==> config.mk <==
export PLATFORM = sky130hd
export DESIGN_NAME = ordered_list_insert_remove_unit
export DESIGN_NICKNAME = d
export VERILOG_FILES = /design/src/hdl/olir_pkg.sv /design/src/hdl/olir_cell.sv /design/src/hdl/ordered_list_insert_remove_unit.sv
export VERILOG_INCLUDE_DIRS = /design/src /design/src/hdl
export SDC_FILE = /design/constraint.sdc
export NUM_CORES = 2
export LEC_CHECK = 0
export BUFFER_PORTS_ARGS = -buffer_cell sky130_fd_sc_hd__clkbuf_2
export CAP_MARGIN = 25
export CORE_UTILIZATION = 25
export DETAILED_ROUTE_END_ITERATION = 16
export MAX_ROUTING_LAYER = met4
export PLACE_DENSITY = 0.5
export SETUP_SLACK_MARGIN = 0.4
export SYNTH_ARGS = -nofsm -noshare
export SYNTH_HDL_FRONTEND = slang
export SYNTH_HIERARCHICAL = 1
export SYNTH_SLANG_ARGS = --single-unit
==> constraint.sdc <==
create_clock -name clock -period 7.7 [get_ports clock]
set_clock_uncertainty 0.05 [all_clocks]
set_input_delay 0.77 -clock clock [delete_from_list [all_inputs] [get_ports clock]]
set_output_delay 0.77 -clock clock [all_outputs]
set_load 0.05 [all_outputs]
==> src/hdl/assert_macros.svh <==
// Assertion macros used by the top RTL file of the ordered list unit.
`ifndef ASSERT_MACROS_SVH
`define ASSERT_MACROS_SVH

// The condition must hold at every clock edge outside reset.
`define ASSERT_ALWAYS(label, clk, rst, cond) \
   label: assert property (@(posedge clk) disable iff (rst) (cond)) \
      else $error("assertion failed: condition does not hold");

// The consequent must hold in the same cycle as the antecedent.
`define ASSERT_IMPLIES(label, clk, rst, ante, cons) \
   label: assert property (@(posedge clk) disable iff (rst) (ante) |-> (cons)) \
      else $error("assertion failed: same-cycle implication");

// The consequent must hold in the cycle after the antecedent.
`define ASSERT_NEXT(label, clk, rst, ante, cons) \
   label: assert property (@(posedge clk) disable iff (rst) (ante) |=> (cons)) \
      else $error("assertion failed: next-cycle implication");

`endif

==> src/hdl/olir_pkg.sv <==
// Types, codes and constants of the ordered list insert and remove unit.
package olir_pkg;

   localparam int DEF_CAPACITY = 16;

   localparam int OP_W     = 3;
   localparam int POS_W    = 5;
   localparam int HANDLE_W = 32;
   localparam int STATUS_W = 3;
   localparam int TOTAL_W  = 5;

   localparam logic [OP_W-1:0] OP_APPEND       = 3'd0;
   localparam logic [OP_W-1:0] OP_PREPEND      = 3'd1;
   localparam logic [OP_W-1:0] OP_INSERT_AT    = 3'd2;
   localparam logic [OP_W-1:0] OP_REMOVE_VALUE = 3'd3;
   localparam logic [OP_W-1:0] OP_REMOVE_AT    = 3'd4;
   localparam logic [OP_W-1:0] OP_CONTAINS     = 3'd5;
   localparam logic [OP_W-1:0] OP_GET          = 3'd6;

   localparam logic [STATUS_W-1:0] ST_OK       = 3'd0;
   localparam logic [STATUS_W-1:0] ST_NULL     = 3'd1;
   localparam logic [STATUS_W-1:0] ST_RANGE    = 3'd2;
   localparam logic [STATUS_W-1:0] ST_FULL     = 3'd3;
   localparam logic [STATUS_W-1:0] ST_NOTFOUND = 3'd4;

   typedef struct packed {
      logic [OP_W-1:0]     operation;
      logic [POS_W-1:0]    position;
      logic [HANDLE_W-1:0] handle;
   } req_type;

   typedef struct packed {
      logic [STATUS_W-1:0] status;
      logic [HANDLE_W-1:0] read_value;
      logic [TOTAL_W-1:0]  entry_total;
   } rsp_type;

   typedef struct packed {
      logic                insert_en;
      logic                remove_at_en;
      logic                remove_val_en;
      logic [HANDLE_W-1:0] handle;
   } cell_cmd_type;

endpackage

==> src/hdl/olir_cell.sv <==
// One list cell: holds one entry, compares it and shifts with its neighbors.
module olir_cell
   import olir_pkg::*;
#(
   parameter int IDX_W = $clog2(DEF_CAPACITY),
   parameter int CNT_W = $clog2(DEF_CAPACITY + 1)
) (
   input  logic                clock,
   input  cell_cmd_type        cmd,
   input  logic [CNT_W-1:0]    cmd_pos,
   input  logic [CNT_W-1:0]    count,
   input  logic [IDX_W-1:0]    cell_index,
   input  logic [HANDLE_W-1:0] left_value,
   input  logic [HANDLE_W-1:0] right_value,
   input  logic                hit_in,
   output logic                hit_out,
   output logic [HANDLE_W-1:0] entry
);

   logic [HANDLE_W-1:0] entry_ff;
   logic [HANDLE_W-1:0] entry_in;
   logic [CNT_W-1:0]    index_ext;
   logic                active;
   logic                match;

   assign index_ext = CNT_W'(cell_index);
   assign active    = index_ext < count;
   assign match     = active && (entry_ff == cmd.handle);
   assign hit_out   = hit_in || match;
   assign entry     = entry_ff;

   always_comb begin
      entry_in = entry_ff;
      if (cmd.insert_en) begin
         if (index_ext == cmd_pos) begin
            entry_in = cmd.handle;
         end else if (index_ext > cmd_pos) begin
            entry_in = left_value;
         end
      end else if (cmd.remove_at_en) begin
         if (index_ext >= cmd_pos) begin
            entry_in = right_value;
         end
      end else if (cmd.remove_val_en) begin
         if (hit_out) begin
            entry_in = right_value;
         end
      end
   end

   always_ff @(posedge clock) begin
      entry_ff <= entry_in;
   end

endmodule

==> src/hdl/ordered_list_insert_remove_unit.sv <==
// Ordered list unit: the response is registered, valid in the cycle after request transfer.
// Throughput one request per cycle unless a pending response stalls on rsp_ready;
// every operation completes in one pass because each cell shifts and compares in
// parallel and the first match is found along the chain of cells.
// Synchronous active-high reset empties the list; entry contents stay undefined
// until written, and only entries below the count are ever read.
`include "assert_macros.svh"

module ordered_list_insert_remove_unit
   import olir_pkg::*;
#(
   parameter int CAPACITY = DEF_CAPACITY
) (
   input  logic    clock,
   input  logic    reset,
   input  logic    req_valid,
   output logic    req_ready,
   input  req_type req_data,
   output logic    rsp_valid,
   input  logic    rsp_ready,
   output rsp_type rsp_data
);

   localparam int IDX_W = (CAPACITY > 1) ? $clog2(CAPACITY) : 1;
   localparam int CNT_W = $clog2(CAPACITY + 1);
   localparam int CW    = (CNT_W > POS_W) ? CNT_W : POS_W;

   logic [CNT_W-1:0]    count_ff;
   logic [CNT_W-1:0]    count_in;
   logic                rsp_valid_ff;
   logic                rsp_valid_in;
   rsp_type             rsp_ff;
   rsp_type             rsp_in;

   logic                req_accept;
   logic [CW-1:0]       pos_ext;
   logic [CW-1:0]       count_ext;
   logic [CW-1:0]       ins_pos;
   logic                is_insert;
   logic                ins_ok;
   logic                null_handle;
   logic                found;
   logic [HANDLE_W-1:0] read_word;
   logic [STATUS_W-1:0] status;
   logic [HANDLE_W-1:0] read_value;
   cell_cmd_type        cmd;
   logic [CNT_W-1:0]    cmd_pos;

   logic [HANDLE_W-1:0] cell_value [CAPACITY];
   logic                cell_hit   [CAPACITY];

   assign req_ready   = !rsp_valid_ff || rsp_ready;
   assign req_accept  = req_valid && req_ready;
   assign pos_ext     = CW'(req_data.position);
   assign count_ext   = CW'(count_ff);
   assign null_handle = (req_data.handle == '0);
   assign found       = cell_hit[CAPACITY-1];

   always_comb begin
      case (req_data.operation)
         OP_APPEND:  ins_pos = count_ext;
         OP_PREPEND: ins_pos = '0;
         default:    ins_pos = pos_ext;
      endcase
   end

   assign is_insert = (req_data.operation inside {OP_APPEND, OP_PREPEND, OP_INSERT_AT});
   assign ins_ok    = is_insert && !null_handle && (ins_pos <= count_ext)
                      && (count_ext != CW'(CAPACITY));

   always_comb begin
      read_word = '0;
      for (int i = 0; i < CAPACITY; i++) begin
         if (CW'(i) == pos_ext) begin
            read_word = read_word | cell_value[i];
         end
      end
   end

   always_comb begin
      status            = ST_OK;
      read_value        = '0;
      count_in          = count_ff;
      cmd.insert_en     = 1'b0;
      cmd.remove_at_en  = 1'b0;
      cmd.remove_val_en = 1'b0;
      cmd.handle        = req_data.handle;
      cmd_pos           = CNT_W'(pos_ext);
      case (req_data.operation)
         OP_APPEND, OP_PREPEND, OP_INSERT_AT: begin
            cmd_pos = CNT_W'(ins_pos);
            if (null_handle) begin
               status = ST_NULL;
            end else if (ins_pos > count_ext) begin
               status = ST_RANGE;
            end else if (count_ext == CW'(CAPACITY)) begin
               status = ST_FULL;
            end else begin
               cmd.insert_en = req_accept;
               if (req_accept) count_in = count_ff + 1'b1;
            end
         end
         OP_REMOVE_VALUE: begin
            if (null_handle) begin
               status = ST_NULL;
            end else if (!found) begin
               status = ST_NOTFOUND;
            end else begin
               cmd.remove_val_en = req_accept;
               if (req_accept) count_in = count_ff - 1'b1;
            end
         end
         OP_REMOVE_AT: begin
            if (pos_ext >= count_ext) begin
               status = ST_RANGE;
            end else begin
               cmd.remove_at_en = req_accept;
               if (req_accept) count_in = count_ff - 1'b1;
            end
         end
         OP_CONTAINS: begin
            if (null_handle) begin
               status = ST_NULL;
            end else if (!found) begin
               status = ST_NOTFOUND;
            end
         end
         OP_GET: begin
            if (pos_ext >= count_ext) begin
               status = ST_RANGE;
            end else begin
               read_value = read_word;
            end
         end
         default: begin
            status = ST_OK;
         end
      endcase
   end

   genvar g;
   generate
      for (g = 0; g < CAPACITY; g++) begin : g_cell
         logic [HANDLE_W-1:0] left_value;
         logic [HANDLE_W-1:0] right_value;
         logic                hit_in;
         if (g == 0) begin : g_first
            assign left_value = req_data.handle;
            assign hit_in     = 1'b0;
         end else begin : g_inner
            assign left_value = cell_value[g-1];
            assign hit_in     = cell_hit[g-1];
         end
         if (g == CAPACITY - 1) begin : g_last
            assign right_value = cell_value[g];
         end else begin : g_body
            assign right_value = cell_value[g+1];
         end
         olir_cell #(
            .IDX_W (IDX_W),
            .CNT_W (CNT_W)
         ) u_cell (
            .clock       (clock),
            .cmd         (cmd),
            .cmd_pos     (cmd_pos),
            .count       (count_ff),
            .cell_index  (IDX_W'(g)),
            .left_value  (left_value),
            .right_value (right_value),
            .hit_in      (hit_in),
            .hit_out     (cell_hit[g]),
            .entry       (cell_value[g])
         );
      end
   endgenerate

   always_comb begin
      rsp_valid_in = rsp_valid_ff;
      rsp_in       = rsp_ff;
      if (req_accept) begin
         rsp_valid_in       = 1'b1;
         rsp_in.status      = status;
         rsp_in.read_value  = read_value;
         rsp_in.entry_total = TOTAL_W'(count_in);
      end else if (rsp_ready) begin
         rsp_valid_in = 1'b0;
      end
   end

   always_ff @(posedge clock) begin
      if (reset) begin
         count_ff     <= '0;
         rsp_valid_ff <= 1'b0;
      end else begin
         count_ff     <= count_in;
         rsp_valid_ff <= rsp_valid_in;
      end
      rsp_ff <= rsp_in;
   end

   assign rsp_valid = rsp_valid_ff;
   assign rsp_data  = rsp_ff;

   `ASSERT_ALWAYS(a_count_bound, clock, reset, CW'(count_ff) <= CW'(CAPACITY))
   `ASSERT_NEXT(a_insert_grows, clock, reset, req_accept && ins_ok, count_ff == CNT_W'($past(count_ff) + 1'b1))
   `ASSERT_NEXT(a_accept_valid, clock, reset, req_accept, rsp_valid_ff)
   `ASSERT_IMPLIES(a_full_no_insert, clock, reset, count_ext == CW'(CAPACITY), !cmd.insert_en)

endmodule
==> results_dict.tcl <==
set metrics [dict create \
    status "completed" \
    p_total_mw 8.56 \
    crit_top_cell "a31o_1" \
    start_util 0.252 \
    cp.required_ns 7.98 \
    p_leak_nw 14.8 \
    die_w_um 404 \
    synth_edf_count 552 \
    numClockSinks 558 \
    worst_pin_slew_ns 1.25 \
    rr_worst_depth 25 \
    post-route-util 0.289 \
    min_path_cells 2 \
    cap_viol_max_count 0 \
    cts_root_buf "clkbuf_16" \
    cpPeakStageDelay_ns 0.82 \
    internal_power_mw 5.93 \
    post_drt_wl_per_cell_um 30.1 \
    gp_congestion 1.03 \
    setup_viol 0 \
    numCtsBuffers 75 \
    avgSynthCellArea_um2 10.1 \
    grt_antenna_before_repair 15 \
    end_kind "flop" \
    clk_path_buf_depth 3 \
    drive_above_1_share 0.0964 \
    dr.pass1.iters 6 \
    grt_usage 0.235 \
    area_growth_pct 14.9 \
    pin_count 86 \
    wirelength_um 193000 \
    cts_tree "done" \
    post_cts.repair.setup_buffers 0 \
    swShare 0.308 \
    drv_slew 0 \
    portBuffers 85 \
    worst-path-buf-inv 2 \
    finalNetCount 4356 \
    cp_slowest_cell "a31o_2" \
    synth_cell_types 65 \
    hpwl_um 132000 \
    drt-initial-drc-count 5533 \
    synth_seq_area_share 0.413 \
    rsz0062_at_grt "false" \
    seq_power_share 0.421 \
    syn_inst 3986 \
    hold_viol 0 \
    rows 147 \
    power_switching_mw 2.63 \
    grt_pass1_wl_um 264000 \
    critical_path_class "flop to flop" \
    slew_headroom 0.160 \
    share_comb_of_total_power 0.176 \
    async_flop_share 0 \
    worst_slack_ns 0.966 \
    ctsResizeCount 0 \
    htreeDepth 3 \
    path_delay_family "compound AO/OA/AOI/OAI gates" \
    die_h_um 404 \
    irDropWorstVdd_mv 0.160 \
    fmaxAchievable_mhz 148 \
    syn_area_um2 40400 \
    grt_pass1_vias 32000 \
    timing.final.crit_share 0.875 \
    clk_latency_ns 0.68 \
    dp_slack_ns 0.636 \
    p_clk_frac 0.403 \
    path_depth 25 \
    cp.arrival_ns 7.01 \
    start_kind "flop" \
    via_count 35100 \
    multi_input_area_um2 22500 \
    ys_seq_elements 558 \
    postCtsHoldBufs 0 \
    ys_warn_count 6 \
    power_density_nw_per_um2 184 \
    cp_max_fo 21 \
    setup_tns_ns 0 \
    grt_max_degree 237 \
    synth_ff_type "edfxtp_1" \
    drc 0 \
    vias_per_cell 5.48 \
    antenna_left 0 \
    path_clk_slew_ns 0.05 \
    fillers 16800 \
    period_minus_slack_ns 6.73 \
    min_path_type "primary input to flop" \
    core_um2 161000 \
    regArea_um2 16700 \
    overflow 0 \
    dieArea_um2 163000 \
]
==> per-layer routing <==
metal	track usage	wire, um
met4	0.127	11400
met1	0.304	77700
met2	0.337	82300
met5	-	0
met3	0.0572	21500
==> layout by cell type, fill, tap and decap left out, types with 35 or more instances in the layout <==
cell type  instances
clkbuf_16         77
nand3_1           35
nand4_1           99
mux2i_1          514
a221oi_1         103
conb_1           129
ha_1             124
a22oi_1           65
nor2_1           550
a22o_1            96
buf_4            118
xnor2_1          467
edfxtp_1         552
clkbuf_2          85
a21oi_1          553
xor2_1            38
inv_1            165
==> power groups by stage <==
| stage | Combinational, mW | Clock, mW | Sequential (mW) |
|---|---|---|---|
| after floorplan | 0.866 | 0 | 3.64 |
| after global placement | 1.45 | 0 | 3.66 |
| after detailed placement | 1.47 | 0 | 3.66 |
| after CTS | 1.47 | 3.50 | 3.59 |
| after global routing | 1.60 | 3.60 | 3.60 |
| final | 1.51 | 3.45 | 3.60 |
==> cell type report <==
type,count,area share
sequential,558,0.359
inverter,168,0.0136
clock inverter,36,0.00654
timing repair buffer,217,0.0341
clock buffer,97,0.0431
antenna,9,0.000485
multi-input combinational,3168,0.485
tap,2160,0.0582
==> Yosys cell counts (all sizes together) (7+ instances only) <==
| master | instances | area share |
|---|---|---|
| a21o | 18 | 0.0033 |
| a2111oi | 16 | 0.0052 |
| clkbuf | 153 | 0.014 |
| buf | 66 | 0.016 |
| nor2 | 564 | 0.053 |
| nand2 | 32 | 0.0030 |
| and3 | 32 | 0.0050 |
| nand3 | 36 | 0.0045 |
| mux2i | 514 | 0.13 |
| xor2 | 38 | 0.0082 |
| a221oi | 103 | 0.022 |
| o21ai | 23 | 0.0028 |
| a22o | 96 | 0.021 |
| ha | 124 | 0.038 |
| and2b | 10 | 0.0025 |
| nor2b | 23 | 0.0036 |
| o2111ai | 12 | 0.0026 |
| a2bb2oi | 7 | 0.0015 |
| a21oi | 554 | 0.069 |
| a211oi | 17 | 0.0032 |
| xnor2 | 467 | 0.10 |
| edfxtp | 552 | 0.41 |
| o31ai | 10 | 0.0019 |
| nor3 | 50 | 0.011 |
| nand4 | 100 | 0.016 |
| a22oi | 65 | 0.012 |
| a31o | 32 | 0.0069 |
| nor4 | 27 | 0.0047 |
| inv | 165 | 0.015 |
| a31oi | 34 | 0.0053 |
==> flip-flops by register name, summed over array words and instances (netlist names) <==
| name | flops |
|---|---|
| g_cell.u_cell/entry | 512 |
| rsp_valid | 1 |
| count_ext | 5 |
| rsp_data | 40 |
==> kinds of logic (layout without fill, tap and decap cells) <==
logic type	after synthesis	in the layout	synth area share
AO/OA/AOI/OAI	1007	1007	0.161
AND/OR/NAND/NOR	889	889	0.105
flip-flops	558	558	0.413
multiplexers	514	514	0.127
XOR/XNOR	505	505	0.109
buffers and inverters	387	518	0.0458
adder cells (fa/ha/maj)	124	124	0.0384
other	2	138	0.000186
==> stage by stage <==
stage                     hold slack [ns]  instance area [um^2]  std cells
after floorplan                     0.557                 40900       4113
after CTS                           0.298                 46400       6400
after global placement              0.604                 44100       6265
after global routing                0.351                 46500       6411
final                               0.332                 46500       6413
after detailed placement            0.610                 44100       6267
==> path summary, 6_finish.rpt <==
check,start,end,slack [ns]
setup reg to reg,g_cell[0].u_cell/entry[7],g_cell[14].u_cell/entry[18],0.97
hold reg to reg,count_ext[1],count_ext[1],0.61
hold / removal,reset,count_ext[1],0.33
setup / recovery,g_cell[0].u_cell/entry[7],g_cell[14].u_cell/entry[18],0.97
Note: power is estimated with default switching activity, not from simulation.
